$ cat config.mk
export PLATFORM = sky130hd
export DESIGN_NAME = crc_record_check_newest_slot
export DESIGN_NICKNAME = d
export VERILOG_FILES = /design/src/rtl/core/crcns_pkg.sv /design/src/rtl/core/crc_record_check_newest_slot.sv /design/src/rtl/core/crcns_regs.sv /design/src/rtl/core/crcns_rec.sv /design/src/rtl/core/crcns_best.sv
export SDC_FILE = /design/constraint.sdc
export NUM_CORES = 1
export LEC_CHECK = 0
export ABC_AREA = 1
export BUFFER_PORTS_ARGS = -buffer_cell sky130_fd_sc_hd__buf_2
export CORE_MARGIN = 8
export CORE_UTILIZATION = 36
export CTS_CLUSTER_SIZE = 28
export DETAILED_ROUTE_END_ITERATION = 16
export GPL_TIMING_DRIVEN = 0
export PLACE_DENSITY = 0.63
export SYNTH_ARGS = -nofsm -noshare
export SYNTH_HDL_FRONTEND = slang
export SYNTH_SLANG_ARGS = --single-unit
export TNS_END_PERCENT = 5
$ cat constraint.sdc
create_clock -name clk -period 16.49 [get_ports clk]
set_input_delay 0.8245 -clock clk [delete_from_list [all_inputs] [get_ports clk]]
set_output_delay 0.8245 -clock clk [all_outputs]
set_load 0.01 [all_outputs]
$ cat src/rtl/core/crcns_pkg.sv
// Package with the types, constants and CRC function of the checked-record scanner.
`default_nettype none

package crcns_pkg;

    localparam int unsigned HDR_BYTES     = 24;
    localparam int unsigned CRC_FIELD_POS = 20;

    localparam logic [31:0] CRC_INIT = 32'hFFFF_FFFF;
    localparam logic [31:0] CRC_POLY = 32'hEDB8_8320;

    localparam logic [23:0] MAX_PAYLOAD_RESET = 24'd65536;

    // Magic tag, first byte of the file in the low byte.
    localparam logic [63:0] MAGIC_TAG = 64'h3130_304C_4143_5244;

    localparam int unsigned CFG_ADDR_W = 3;
    localparam int unsigned CFG_DATA_W = 32;

    // Register index, taken from the word part of the byte address.
    typedef enum logic [0:0] {
        REG_MAX_PAYLOAD = 1'b0,
        REG_UNUSED      = 1'b1
    } reg_index_t;

    typedef struct packed {
        logic        ok;
        logic [63:0] generation;
        logic [31:0] length;
    } rec_result_t;

    function automatic logic [31:0] crc_byte(input logic [31:0] c_in, input logic [7:0] b);
        logic [31:0] c;
        c = c_in ^ {24'd0, b};
        for (int k = 0; k < 8; k++) begin
            c = (c >> 1) ^ (CRC_POLY & {32{c[0]}});
        end
        return c;
    endfunction

endpackage

`default_nettype wire

$ cat src/rtl/core/crc_record_check_newest_slot.sv
// Top level of the checked-record scanner with newest-slot selection.
// The block takes one byte of a stored record per item and sustains one item every clock cycle
// while no last byte is stalled; the limit is the byte-wide CRC-32 update between the input
// register and the result register. An accepted byte is held in the input register and is
// processed there; on a last byte the verdict and the best record so far are written to the
// output register as the byte leaves the input register, which raises out_valid. Non-last
// bytes give no result. A result waiting in the output register stalls only a following last byte.
`default_nettype none

module crc_record_check_newest_slot (
    input  wire logic                             clk,
    input  wire logic                             rst_n,
    input  wire logic                             psel,
    input  wire logic                             penable,
    input  wire logic                             pwrite,
    input  wire logic [crcns_pkg::CFG_ADDR_W-1:0] paddr,
    input  wire logic [crcns_pkg::CFG_DATA_W-1:0] pwdata,
    output logic      [crcns_pkg::CFG_DATA_W-1:0] prdata,
    output logic                                  pready,
    input  wire logic                             in_valid,
    output logic                                  in_ready,
    input  wire logic [7:0]                       data_byte,
    input  wire logic                             last_byte,
    input  wire logic                             scan_start,
    input  wire logic                             slot_index,
    output logic                                  out_valid,
    input  wire logic                             out_ready,
    output logic                                  record_ok,
    output logic [63:0]                           record_generation,
    output logic [31:0]                           payload_length,
    output logic                                  best_found,
    output logic                                  best_slot,
    output logic [63:0]                           best_generation
);
    import crcns_pkg::*;

    logic        s1_valid_reg, s1_valid_next;
    logic [7:0]  s1_byte_reg;
    logic        s1_last_reg;
    logic        s1_scan_reg;
    logic        s1_slot_reg;
    logic        out_valid_reg, out_valid_next;
    logic        s1_step;
    logic        in_fire;
    logic [23:0] max_payload;
    rec_result_t rec;

    crcns_regs u_regs (
        .clk         (clk),
        .rst_n       (rst_n),
        .psel        (psel),
        .penable     (penable),
        .pwrite      (pwrite),
        .paddr       (paddr),
        .pwdata      (pwdata),
        .prdata      (prdata),
        .pready      (pready),
        .max_payload (max_payload)
    );

    // A byte in the input register moves on unless it is a last byte and the
    // output register still holds an item that has not been taken.
    assign s1_step  = s1_valid_reg && (!s1_last_reg || !out_valid_reg || out_ready);
    assign in_ready = !s1_valid_reg || s1_step;
    assign in_fire  = in_valid && in_ready;

    always_comb
    begin
        s1_valid_next  = in_fire ? 1'b1 : (s1_valid_reg && !s1_step);
        out_valid_next = out_valid_reg && !out_ready;
        if (s1_step && s1_last_reg) begin
            out_valid_next = 1'b1;
        end
    end

    always_ff @(posedge clk or negedge rst_n)
    begin
        if (!rst_n) begin
            s1_valid_reg  <= 1'b0;
            out_valid_reg <= 1'b0;
        end else begin
            s1_valid_reg  <= s1_valid_next;
            out_valid_reg <= out_valid_next;
        end
    end

    always_ff @(posedge clk)
    begin
        if (in_fire) begin
            s1_byte_reg <= data_byte;
            s1_last_reg <= last_byte;
            s1_scan_reg <= scan_start;
            s1_slot_reg <= slot_index;
        end
    end

    crcns_rec u_rec (
        .clk         (clk),
        .rst_n       (rst_n),
        .step        (s1_step),
        .data_byte   (s1_byte_reg),
        .last_byte   (s1_last_reg),
        .scan_start  (s1_scan_reg),
        .max_payload (max_payload),
        .result      (rec)
    );

    crcns_best u_best (
        .clk               (clk),
        .rst_n             (rst_n),
        .step              (s1_step),
        .last_byte         (s1_last_reg),
        .scan_start        (s1_scan_reg),
        .slot_index        (s1_slot_reg),
        .rec               (rec),
        .record_ok         (record_ok),
        .record_generation (record_generation),
        .payload_length    (payload_length),
        .best_found        (best_found),
        .best_slot         (best_slot),
        .best_generation   (best_generation)
    );

    assign out_valid = out_valid_reg;

    a_last_stalls: assert property (@(posedge clk) disable iff (!rst_n)
        (s1_valid_reg && s1_last_reg && out_valid_reg && !out_ready) |-> !in_ready)
        else $error("last byte advanced over a result that was not taken");

    a_ok_found: assert property (@(posedge clk) disable iff (!rst_n)
        (out_valid_reg && record_ok) |-> best_found)
        else $error("valid record reported with no best record");

    a_none_reset: assert property (@(posedge clk) disable iff (!rst_n)
        (out_valid_reg && !best_found) |-> (best_slot && (best_generation == '0)))
        else $error("best record not at its empty value while none found");

    a_best_newest: assert property (@(posedge clk) disable iff (!rst_n)
        (out_valid_reg && record_ok) |-> (best_generation >= record_generation))
        else $error("best generation older than a valid record");

endmodule

`default_nettype wire

$ cat src/rtl/core/crcns_regs.sv
// Configuration register file with its APB-style access port.
`default_nettype none

module crcns_regs (
    input  wire logic                             clk,
    input  wire logic                             rst_n,
    input  wire logic                             psel,
    input  wire logic                             penable,
    input  wire logic                             pwrite,
    input  wire logic [crcns_pkg::CFG_ADDR_W-1:0] paddr,
    input  wire logic [crcns_pkg::CFG_DATA_W-1:0] pwdata,
    output logic      [crcns_pkg::CFG_DATA_W-1:0] prdata,
    output logic                                  pready,
    output logic      [23:0]                      max_payload
);
    import crcns_pkg::*;

    logic [23:0] max_payload_reg;
    logic [23:0] max_payload_next;
    reg_index_t  index;

    assign index = reg_index_t'(paddr[CFG_ADDR_W-1]);

    always_comb
    begin
        max_payload_next = max_payload_reg;
        if (psel && penable && pwrite && (index == REG_MAX_PAYLOAD)) begin
            max_payload_next = pwdata[23:0];
        end
    end

    always_ff @(posedge clk or negedge rst_n)
    begin
        if (!rst_n) begin
            max_payload_reg <= MAX_PAYLOAD_RESET;
        end else begin
            max_payload_reg <= max_payload_next;
        end
    end

    always_comb
    begin
        unique case (index)
            REG_MAX_PAYLOAD: prdata = {8'd0, max_payload_reg};
            default:         prdata = '0;
        endcase
    end

    assign pready      = 1'b1;
    assign max_payload = max_payload_reg;

endmodule

`default_nettype wire

$ cat src/rtl/core/crcns_rec.sv
// Per-record header capture, running CRC and framing verdict.
`default_nettype none

module crcns_rec (
    input  wire logic                   clk,
    input  wire logic                   rst_n,
    input  wire logic                   step,
    input  wire logic [7:0]             data_byte,
    input  wire logic                   last_byte,
    input  wire logic                   scan_start,
    input  wire logic [23:0]            max_payload,
    output crcns_pkg::rec_result_t      result
);
    import crcns_pkg::*;

    logic [31:0] crc_reg,   crc_next;
    logic [31:0] count_reg, count_next;
    logic        magic_reg, magic_next;
    logic [63:0] gen_reg,   gen_next;
    logic [31:0] len_reg,   len_next;
    logic [31:0] hcrc_reg,  hcrc_next;

    logic [31:0] crc_base, count_base, len_base, hcrc_base;
    logic [63:0] gen_base;
    logic        magic_base;
    logic        in_magic, in_gen, in_len, in_crc;
    logic [7:0]  tag_byte;

    // A scan start restarts the record before this byte is taken.
    always_comb
    begin
        if (scan_start) begin
            crc_base   = CRC_INIT;
            count_base = '0;
            magic_base = 1'b1;
            gen_base   = '0;
            len_base   = '0;
            hcrc_base  = '0;
        end else begin
            crc_base   = crc_reg;
            count_base = count_reg;
            magic_base = magic_reg;
            gen_base   = gen_reg;
            len_base   = len_reg;
            hcrc_base  = hcrc_reg;
        end
    end

    assign in_magic = (count_base[31:3] == '0);
    assign in_gen   = (count_base[31:4] == '0) && count_base[3];
    assign in_len   = (count_base[31:5] == '0) && (count_base[4:2] == 3'b100);
    assign in_crc   = (count_base[31:5] == '0) && (count_base[4:2] == 3'b101);
    assign tag_byte = MAGIC_TAG[8*count_base[2:0] +: 8];

    always_comb
    begin
        magic_next = magic_base && (!in_magic || (data_byte == tag_byte));
        gen_next   = gen_base;
        len_next   = len_base;
        hcrc_next  = hcrc_base;
        for (int i = 0; i < 8; i++) begin
            if (in_gen && (count_base[2:0] == 3'(i))) begin
                gen_next[8*i +: 8] = data_byte;
            end
        end
        for (int i = 0; i < 4; i++) begin
            if (in_len && (count_base[1:0] == 2'(i))) begin
                len_next[8*i +: 8] = data_byte;
            end
            if (in_crc && (count_base[1:0] == 2'(i))) begin
                hcrc_next[8*i +: 8] = data_byte;
            end
        end
        crc_next   = in_crc ? crc_base : crc_byte(crc_base, data_byte);
        count_next = (count_base == '1) ? count_base : count_base + 32'd1;
    end

    always_comb
    begin
        result.ok = (count_next > 32'(HDR_BYTES))
                 && ({8'd0, max_payload} >= len_next)
                 && magic_next
                 && (gen_next != '0)
                 && (({1'b0, len_next} + 33'(HDR_BYTES)) == {1'b0, count_next})
                 && (hcrc_next == ~crc_next);
        result.generation = gen_next;
        result.length     = len_next;
    end

    // After a last byte the record state returns to its reset values.
    always_ff @(posedge clk or negedge rst_n)
    begin
        if (!rst_n) begin
            crc_reg   <= CRC_INIT;
            count_reg <= '0;
            magic_reg <= 1'b1;
            gen_reg   <= '0;
            len_reg   <= '0;
            hcrc_reg  <= '0;
        end else if (step) begin
            if (last_byte) begin
                crc_reg   <= CRC_INIT;
                count_reg <= '0;
                magic_reg <= 1'b1;
                gen_reg   <= '0;
                len_reg   <= '0;
                hcrc_reg  <= '0;
            end else begin
                crc_reg   <= crc_next;
                count_reg <= count_next;
                magic_reg <= magic_next;
                gen_reg   <= gen_next;
                len_reg   <= len_next;
                hcrc_reg  <= hcrc_next;
            end
        end
    end

endmodule

`default_nettype wire

$ cat src/rtl/core/crcns_best.sv
// Newest valid record tracking across a scan, and the result register.
`default_nettype none

module crcns_best (
    input  wire logic                   clk,
    input  wire logic                   rst_n,
    input  wire logic                   step,
    input  wire logic                   last_byte,
    input  wire logic                   scan_start,
    input  wire logic                   slot_index,
    input  wire crcns_pkg::rec_result_t rec,
    output logic                        record_ok,
    output logic [63:0]                 record_generation,
    output logic [31:0]                 payload_length,
    output logic                        best_found,
    output logic                        best_slot,
    output logic [63:0]                 best_generation
);
    import crcns_pkg::*;

    logic [63:0] newest_gen_reg,  newest_gen_next,  newest_gen_base;
    logic        newest_slot_reg, newest_slot_next, newest_slot_base;
    logic        any_valid_reg,   any_valid_next,   any_valid_base;

    always_comb
    begin
        if (scan_start) begin
            newest_gen_base  = '0;
            newest_slot_base = 1'b1;
            any_valid_base   = 1'b0;
        end else begin
            newest_gen_base  = newest_gen_reg;
            newest_slot_base = newest_slot_reg;
            any_valid_base   = any_valid_reg;
        end
        newest_gen_next  = newest_gen_base;
        newest_slot_next = newest_slot_base;
        any_valid_next   = any_valid_base;
        // Only a strictly newer generation replaces the best record.
        if (last_byte && rec.ok && (rec.generation > newest_gen_base)) begin
            newest_gen_next  = rec.generation;
            newest_slot_next = slot_index;
            any_valid_next   = 1'b1;
        end
    end

    always_ff @(posedge clk or negedge rst_n)
    begin
        if (!rst_n) begin
            newest_gen_reg  <= '0;
            newest_slot_reg <= 1'b1;
            any_valid_reg   <= 1'b0;
        end else if (step) begin
            newest_gen_reg  <= newest_gen_next;
            newest_slot_reg <= newest_slot_next;
            any_valid_reg   <= any_valid_next;
        end
    end

    always_ff @(posedge clk)
    begin
        if (step && last_byte) begin
            record_ok         <= rec.ok;
            record_generation <= rec.generation;
            payload_length    <= rec.length;
            best_found        <= any_valid_next;
            best_slot         <= newest_slot_next;
            best_generation   <= newest_gen_next;
        end
    end

endmodule

`default_nettype wire

== Word-level counts from Yosys, hierarchy flattened ==
Index checks and enable logic that the tools add are counted.
Storage, ports and cells
  flip-flop bits (word level): 459
  latch bits: 0
  memory bits (writable): 0
  memory bits (read-only): 0
  bits of input ports: 53
  output and inout bits: 198
  logic and storage cells: 145
  memories: 0
Operators by class
  add/subtract/negate cells: 2
  multiply operators: 0
  divide/modulo/power cells: 0
  magnitude comparators: 3
  eq/ne operators: 16
  shifts and indexed selects: 1
  mux-type cells: 39
  bitwise operators: 11
  reduce and logical (&&, ||, !) cells: 51
Operators with widths (count)
  32-bit two-way mux: 10
  64-bit two-way mux: 4
  31-bit by 32-bit XOR with 32-bit output: 8
  8-bit two-way mux: 16
  64-bit greater-than comparator: 1
  64-bit nonzero test: 1
  64-bit by 7-bit variable part select with 8-bit output (first input constant): 1
  1-bit logical AND: 35
  32-bit by 5-bit adder with 33-bit output (second input constant): 1
  33-bit by 32-bit == test with 1-bit output: 1
  32-bit by 1-bit adder with 32-bit output (second input constant): 1
  32-bit == test: 1
  32-bit == test (second input constant): 1
  24-bit by 32-bit >= comparator with 1-bit output: 1
  32-bit by 5-bit greater-than comparator with 1-bit output (second input constant): 1
  32-bit NOT: 1
  32-bit by 8-bit XOR with 32-bit output: 1
  29-bit logical NOT: 1
  28-bit logical NOT: 1
  27-bit logical NOT: 1
  24-bit two-way mux: 1
  3-bit == test (second input constant): 6
  8-bit == test: 1
  1-bit two-way mux: 8
  9 further kinds: 19

== Longest topological paths before layout ==
Gate-level depths: netlist of the first run.
  depth after elaboration: 17
  depth in mapped cells: 32
  depth with buffers taken out: 28

== Modules after synthesis ==
A second synthesis of the first run with hierarchy kept.
Unflattened totals
  cell total of the unflattened synthesis: 3963
  area, all modules: 28645.0 µm²
By module, submodules not included
  crcns_rec: times used 1, cells each 2750, area an instance 16372.0 µm², seq. area each 4870.9 µm²
  crcns_best: times used 1, cells each 1020, area an instance 10576.4 µm², seq. area each 6547.5 µm²
  crcns_regs: times used 1, cells each 169, area an instance 1268.7 µm², seq. area each 601.8 µm²
  crc_record_check_newest_slot: times used 1, cells each 24, area an instance 427.9 µm², seq. area each 380.4 µm²

== Least setup slack after synthesis of the first run ==
OpenSTA, ideal clock, no wires.
  path kind: in2reg
  start point: input out_ready
  end point: register u_best.best_found (enable)
  library setup time: 515 ps
  data arrival time: 5119 ps
  data required time: 15975 ps
  slack: 10855 ps
  cell stages on the path: 7
  buffers on the path: 3
  cell sequence: inv_1 -> a31oi_1 -> clkbuf_1 -> clkbuf_1 -> clkbuf_1 -> nand2_1 -> inv_1
Between the ends
  word-level cells in the longest chain between the ends: 3
RTL lines
  start: declaration: RTL line crc_record_check_newest_slot.sv:27  | input wire logic out_ready,
  1-bit logical OR: RTL line crc_record_check_newest_slot.sv:63  | assign s1_step = s1_valid_reg && (!s1_last_reg || !out_valid_reg || out_ready);
  1-bit logical AND: RTL line crc_record_check_newest_slot.sv:63
  1-bit logical AND: RTL line crcns_best.sv:62  | if (step && last_byte) begin
  end signal: assignment: RTL line crcns_best.sv:66  | best_found <= any_valid_next;
  end: declaration: RTL line crcns_best.sv:15  | output logic best_found,
Every way passes these cells.
A chain may end at the register's enable or synchronous reset.

== Worst setup path after layout of the first run ==
  start point: register s1_scan_reg
  end point: register u_best.best_generation[60] (data pin)
Between the ends
  word-level cells in the longest chain between the ends: 17
  elaborated cells on any way between the ends: 93
  those cells by class: add/sub (2); order compare (3); eq/ne (16); shift (1); mux (26); bitwise (10); reduce/logical (35)
RTL lines
  start: declaration: RTL line crc_record_check_newest_slot.sv:40  | logic s1_scan_reg;
  start signal: assignment: RTL line crc_record_check_newest_slot.sv:92  | s1_scan_reg <= scan_start;
  branches (longest 16 deep; another with 32-bit by 1-bit adder with 32-bit output)
  64-bit two-way mux *: RTL line crcns_best.sv:40  | if (last_byte && rec.ok && (rec.generation > newest_gen_base)) begin
  net u_best.newest_gen_next[60]: RTL line crcns_best.sv:21  | logic [63:0] newest_gen_reg, newest_gen_next, newest_gen_base;
  end signal: assignment: RTL line crcns_best.sv:68  | best_generation <= newest_gen_next;
  end: declaration: RTL line crcns_best.sv:17  | output logic [63:0] best_generation
Mark *: on every way through the listed nets, which the timed path passes.

==> flow_summary.ini, run 1 <==
[clock_tree]
post_cts_resized = 0
ctsHtreeMaxLevel = 2
numCtsBuffers = 54
cts_setup_buffers = 0
clk_pin_slew_ns = 0.06
clockRootBuffer = clkbuf_16
clockBufferDepth = 3
cts_tree = yes
clock_latency_ns = 0.67
hold_buffers = 0
cts.sinks = 459

[sta]
setup_viol = 0
slew_viol_final = 0
fin_crit_sh_pct = 57.4
hold_violations = 0
max_freq_mhz = 106
fin_hold_ws_ns = 0.149
tns_ns = 0
slew_headroom_pct = 12.5
worst_pin_slew_ns = 1.31
rsz0062_at_grt = no
finClkSkew_ns = 0.0780
period_minus_slack_ns = 9.47

[floorplanning]
num_io_pins = 251
initial_core_util_pct = 36.3
die_h_um = 298
die_x_um = 298
fp-row-count = 103
fp.dieArea_um2 = 88600
core_um2 = 78700

[power]
power_density_nw_per_um2 = 95.9
p_leak_nw = 16.1
p_total_mw = 3.19
peakVddDrop_v = 0.000119

[logic_synthesis]
synth.distinct_cells = 54
synth_most_common_cell = nand2_1
synth-edff-count = 174
ys_seq_area_share_pct = 43.4
netlist.area_leader.share_pct = 21.9
syn_inst = 3892
synth_warnings = 0
synth.area.top_cells = dfrtp_1 (22%), edfxtp_1 (18%), nand2_1 (17%)
avgSynthCellArea_um2 = 7.34
async_flop_share_pct = 62.1
synth_ff_type = dfrtp_1
ys_ff_latch = 459
synth_top_cell_by_area = dfrtp_1
yosys-top-cells-count = nand2_1 (1269), nor2_1 (421), inv_1 (403)
syn_area_um2 = 28600

[detailed_routing]
vias = 28700
avgViaCountPerCell = 5.43
route.detailed.wl_per_inst_um = 22.1
final_antenna_net_count = 0
route.detailed.drc = 0
drtIter0Drc = 3146
drt_wl_total_um = 117000
first_pass_iters = 7

[worst_setup_path]
critPathSlowestCell = nor4b_1
crit_fanout = 10
crit_path_max_incr_delay_ns = 0.97
crit_chain = inv_2, buf_4, buf_2, buf_2, buf_2, buf_2, buf_1, clkbuf_1, clkbuf_1, nand2_1, ha_1, nand4_1, nor3_1, nand2_1, nor4b_1, nand2_1, nand2_1, and3_1, clkbuf_1, clkbuf_1, nand4_1, and2_1
arrival_ns = 9.86
crit_type = reg2reg
required_ns = 16.89
crit_path_start_kind = register
end_kind = register

[grt]
grt_pass1_wl_um = 174000
grt_pass1_vias = 27400
grt-ovfl-total = 0
grt_max_degree = 109
grt_usage_pct = 25.4
antenna_found_initial = 2

[final_layout]
drive_above_1_share_pct = 11.1
n_antenna_cell = 0
synthToLayoutAreaGrowth_pct = 16.3
fillers = 8187
instances_no_fill = 5284
nets = 4336

[place]
io_buffer_count = 230
gp_congestion = 0.973
place_inst = 5182
place_hpwl_um = 88200

[run]
cap_viol_max_count = 0

[hold_path]
hold_class = in2async

[run_status]
status = finished clean
[cells in the final DEF, fill, tap and decap left out, types with 35 or more instances in the layout]
master / synthesis / routed
clkbuf_1: 114 / 118
o22ai_1: 118 / 118
o21ai_0: 119 / 119
nand4_1: 143 / 143
inv_1: 403 / 402
buf_2: 35 / 264
clkbuf_16: 0 / 54
nand2_1: 1269 / 1269
xor2_1: 59 / 59
edfxtp_1: 174 / 174
ha_1: 95 / 95
and2_1: 66 / 66
dfrtp_1: 250 / 250
nand3_1: 322 / 322
a21oi_1: 67 / 67
dfstp_2: 35 / 35
nor2_1: 421 / 421
[cells by family after synthesis]
kind of cell / count (synthesis) / share of synthesized area [%]
other: 2 / 0.0263
flip-flops: 459 / 43.4
adder cells (fa/ha/maj): 95 / 4.16
AND/OR/NAND/NOR: 2293 / 34.1
AO/OA/AOI/OAI: 366 / 7.46
XOR/XNOR: 77 / 2.41
buffers and inverters: 600 / 8.46
[area by class of cell]
cell class                      instances  area, um2  area share (%)
Multi-Input combinational cell       2840      13800            41.5
Sequential cell                       459      12400            37.3
Inverter                              413       1560            4.69
Clock buffer                           63       1440            4.32
Tap cell                             1050       1310            3.95
Timing Repair Buffer                  233       1240            3.74
Buffer                                187        866            2.61
Clock inverter                         39        636            1.91
[worst max-delay path: cells and delay by family (launching register included)]
kind	cells	cell delay (ns)
fa+ha+maj	1	0.37
buf+inv	11	5.24
flops	1	0.55
simple gates	10	2.97
[stage by stage]
stage	worst slack, ns	utilization, %	instance area (um2)
after global routing	7.19	42.2	33200
after detailed placement	7.61	39.6	31200
after floorplan	10.86	-	28600
after CTS	7.59	42.2	33200
after global placement	7.34	39.4	31100
final	7.02	42.2	33200
[per-layer routing]
metal | wire [um] | share of wire, % | vias to the layer above | GRT usage [%]
li1 | - | - | 13300 | -
met2 | 52300 | 45 | 1457 | 40.2
met4 | 4900 | 4.2 | 4 | 9.81
met3 | 12100 | 10 | 304 | 5.63
met1 | 47500 | 41 | 13600 | 33.6
met5 | 28 | 0.024 | - | 0
[path summary, 6_finish.rpt]
check | from | endpoint | slack, ns | cells after the start
worst min register to register | u_best.newest_slot_reg | u_best.newest_slot_reg | 0.48 | 2
min in group clk | scan_start | s1_scan_reg | 0.33 | 1
max in group asynchronous | rst_n | u_rec.count_reg[4] | 14.76 | 3
worst min-delay path | rst_n | u_regs.max_payload[2] | 0.15 | 1
worst max-delay path | s1_scan_reg | u_best.best_generation[60] | 7.02 | 22
worst max register to register | s1_scan_reg | u_best.best_generation[60] | 7.02 | 22
[power breakdown]
part           total [mW]  internal [mW]  switching [mW]
Clock                1.39          0.837           0.556
Sequential           1.28           1.25          0.0288
Combinational       0.516          0.136           0.379
Power figures use the tool's default switching activity.
==> inputs of run 2 (changes only) <==
Settings changed: ABC_AREA 1 to 0, PLACE_DENSITY 0.63 to 0.65.
Clock period 16.49 ns to 8.2 ns, I/O delays scaled along.
==> run 2 against run 1 <==
Compared with the run above: the flow now finishes with violations (max-capacitance violations, max-slew violations); power increased by 150%; global-route usage increased by 1.6 points; clock-buffer cell count decreased by 1; hold slack got worse by 0.13 ns; critical path depth increased by 6; die area increased by 0.86%; design area increased by 1.8%; non-clock buffer count increased by 99; maximum frequency increased by 16%; first-iteration DRC count increased by 11%; critical endpoint unchanged; highest routed layer is now met4.
==> flow_summary.ini, run 2 <==
[power]
combinationalPowerShare_pct = 32.4
p_sw_share_pct = 35.9
p_leak_nw = 14.4
p_sw_mw = 2.83
peakVddDrop_v = 0.000148
p_total_mw = 7.88
power_density_nw_per_um2 = 233
p_int_mw = 5.05
pwr-share-seq_pct = 36.5
clkPwrFrac_pct = 31.1

[worst_setup_path]
arrival_ns = 8.54
crit_path_max_incr_delay_ns = 0.55
cpMostUsedCell = buf_2
crit_path_start_kind = register
crit_start = s1_scan_reg
crit_type = reg2reg
end_kind = register
r2r_slack_ns = 0.06
crit_fanout = 10
required_ns = 8.60
worstReg2RegStart = s1_scan_reg
critPathSlowestCell = edfxtp_1

[floorplanning]
initial_core_util_pct = 36.4
core_um2 = 79100
fp.dieArea_um2 = 89400
num_io_pins = 251
fp-row-count = 103
die_h_um = 299
die_x_um = 299

[logic_synthesis]
synth_most_common_cell = nand2_1
synth_ff_type = dfrtp_1
netlist.area_leader.share_pct = 21.7
syn_inst = 3087
synth_top_cell_by_area = dfrtp_1
synth-edff-count = 174
synth.area.top_cells = dfrtp_1 (22%), edfxtp_1 (18%), nand2_1 (5.0%)
synth.distinct_cells = 89
yosys-top-cells-count = nand2_1 (384), o21ai_0 (280), dfrtp_1 (250)
avgSynthCellArea_um2 = 9.34
async_flop_share_pct = 62.1
ys_ff_latch = 459
syn_area_um2 = 28800
ys_seq_area_share_pct = 43.0
synth_warnings = 0

[hold_path]
worstHoldStart = pwdata[4]
hold_class = in2reg

[grt]
grt-ovfl-total = 0
grt_pass1_vias = 25900
antenna_found_initial = 3
grt_usage_pct = 26.9
grt_pass1_wl_um = 182000
grt_max_degree = 114

[sta]
setup_viol = 0
fin_hold_ws_ns = 0.0230
period_minus_slack_ns = 8.14
hold_violations = 0
worst_pin_slew_ns = 1.55
finClkSkew_ns = 0.0173
max_freq_mhz = 123
fin_crit_sh_pct = 99.3
slew_headroom_pct = -4.04
slew_viol_final = 5
timing.final.ws_setup_ns = 0.0567

[clock_tree]
clockRootBuffer = clkbuf_16
cts_tree = yes
clock_latency_ns = 0.63
cts.sinks = 459
numCtsBuffers = 51
clk_pin_slew_ns = 0.06
clockBufferDepth = 3
ctsHtreeMaxLevel = 2

[place]
preCtsSetupSlack_ns = -3.28
place_inst = 4380
gp_congestion = 1.01
io_buffer_count = 231
place_hpwl_um = 93000

[detailed_routing]
avgViaCountPerCell = 6.06
route.detailed.wl_per_inst_um = 27.9
drtIter0Drc = 3505
drt_wl_total_um = 126000
final_antenna_net_count = 0
route.detailed.drc = 0
first_pass_iters = 6
vias = 27400

[final_layout]
instances_no_fill = 4517
final_common_cell = nand2_1
nets = 3571
layout_common_cells = nand2_1 (384), o21ai_0 (280), buf_2 (261), dfrtp_1 (250), edfxtp_1 (174)
synthToLayoutAreaGrowth_pct = 17.3
seqCellArea_um2 = 12400
multi_input_area_um2 = 15100
fin_util_pct = 42.7
drive_above_1_share_pct = 16.4
fillers = 7862

[run]
cap_viol_max_count = 1

[run_status]
status = complete, but fails checks
violations = max-capacitance violations, max-slew violations
-- run 2: repair_timing --
action / 4_1_cts / 5_1_grt
resized for setup: 63 / 15
gates cloned: 0 / 0
hold buffers: 32 / 0
setup endpoints to repair: 133 / 132
endpoints found under the hold margin: 83 / 0
pin swaps: 3 / 3
buffers inserted: 5 / 4
-- run 2: final cells by class --
type / instances / area share [%]
timing repair buffer: 277 / 4.94
multi-input combinational: 2272 / 44.7
buffer: 242 / 3.21
inverter: 120 / 1.33
sequential: 459 / 36.7
tap: 1050 / 3.89
antenna: 3 / 0.0222
clock buffer: 62 / 4.10
clock inverter: 32 / 1.13
-- run 2: final timing paths --
kind	cells past startpoint	to
worst min register to register	2	u_rec.gen_reg[44]
max in group asynchronous	3	u_best.newest_gen_reg[5]
min in group asynchronous	2	u_rec.hcrc_reg[1]
worst min-delay path	2	u_regs.max_payload[4]
worst max register to register	28	u_best.best_generation[60]
worst max-delay path	28	u_best.best_generation[60]
-- run 2: power by group through the flow --
stage	clock network (mW)	registers (mW)	logic, mW
5_1_grt	2.56	2.90	2.69
6_report	2.45	2.88	2.55
4_1_cts	2.48	2.87	2.47
2_1_floorplan	0	2.87	1.62
3_5_place_dp	0	2.91	2.43
3_3_place_gp	0	2.92	2.42
-- run 2: stage by stage --
step	cell area, um2	TNS (ns)
after global routing	33800	-0.0146
after CTS	33700	0
after global placement	31300	-424.62
final	33800	0
after floorplan	28900	0
after detailed placement	31500	-410.16
-- run 2: routing by layer --
metal  track usage, %  up-vias  routed length (um)
met3             5.44      360               13200
met4             13.5        0                7380
li1                 -    11800                   -
met2             41.1     1699               55600
met5                0        -                   0
met1             36.2    13500               49800
-- run 2: worst max-delay path, delay by kind of cell (launching register included) --
family | cells | cell delay [ns]
compound gates | 3 | 0.78
flops | 1 | 0.55
simple gates | 9 | 1.45
fa+ha+maj | 1 | 0.33
buf+inv | 15 | 4.68
-- run 2: cells by family after synthesis --
group	count (synthesis)	synth area share, %
xor+xnor	195	7.21
simple gates	1116	19.6
buf+inv	363	5.07
other cells	2	0.0261
compound gates	755	17.2
flops	459	43.0
mux	101	3.70
fa+ha+maj	96	4.16
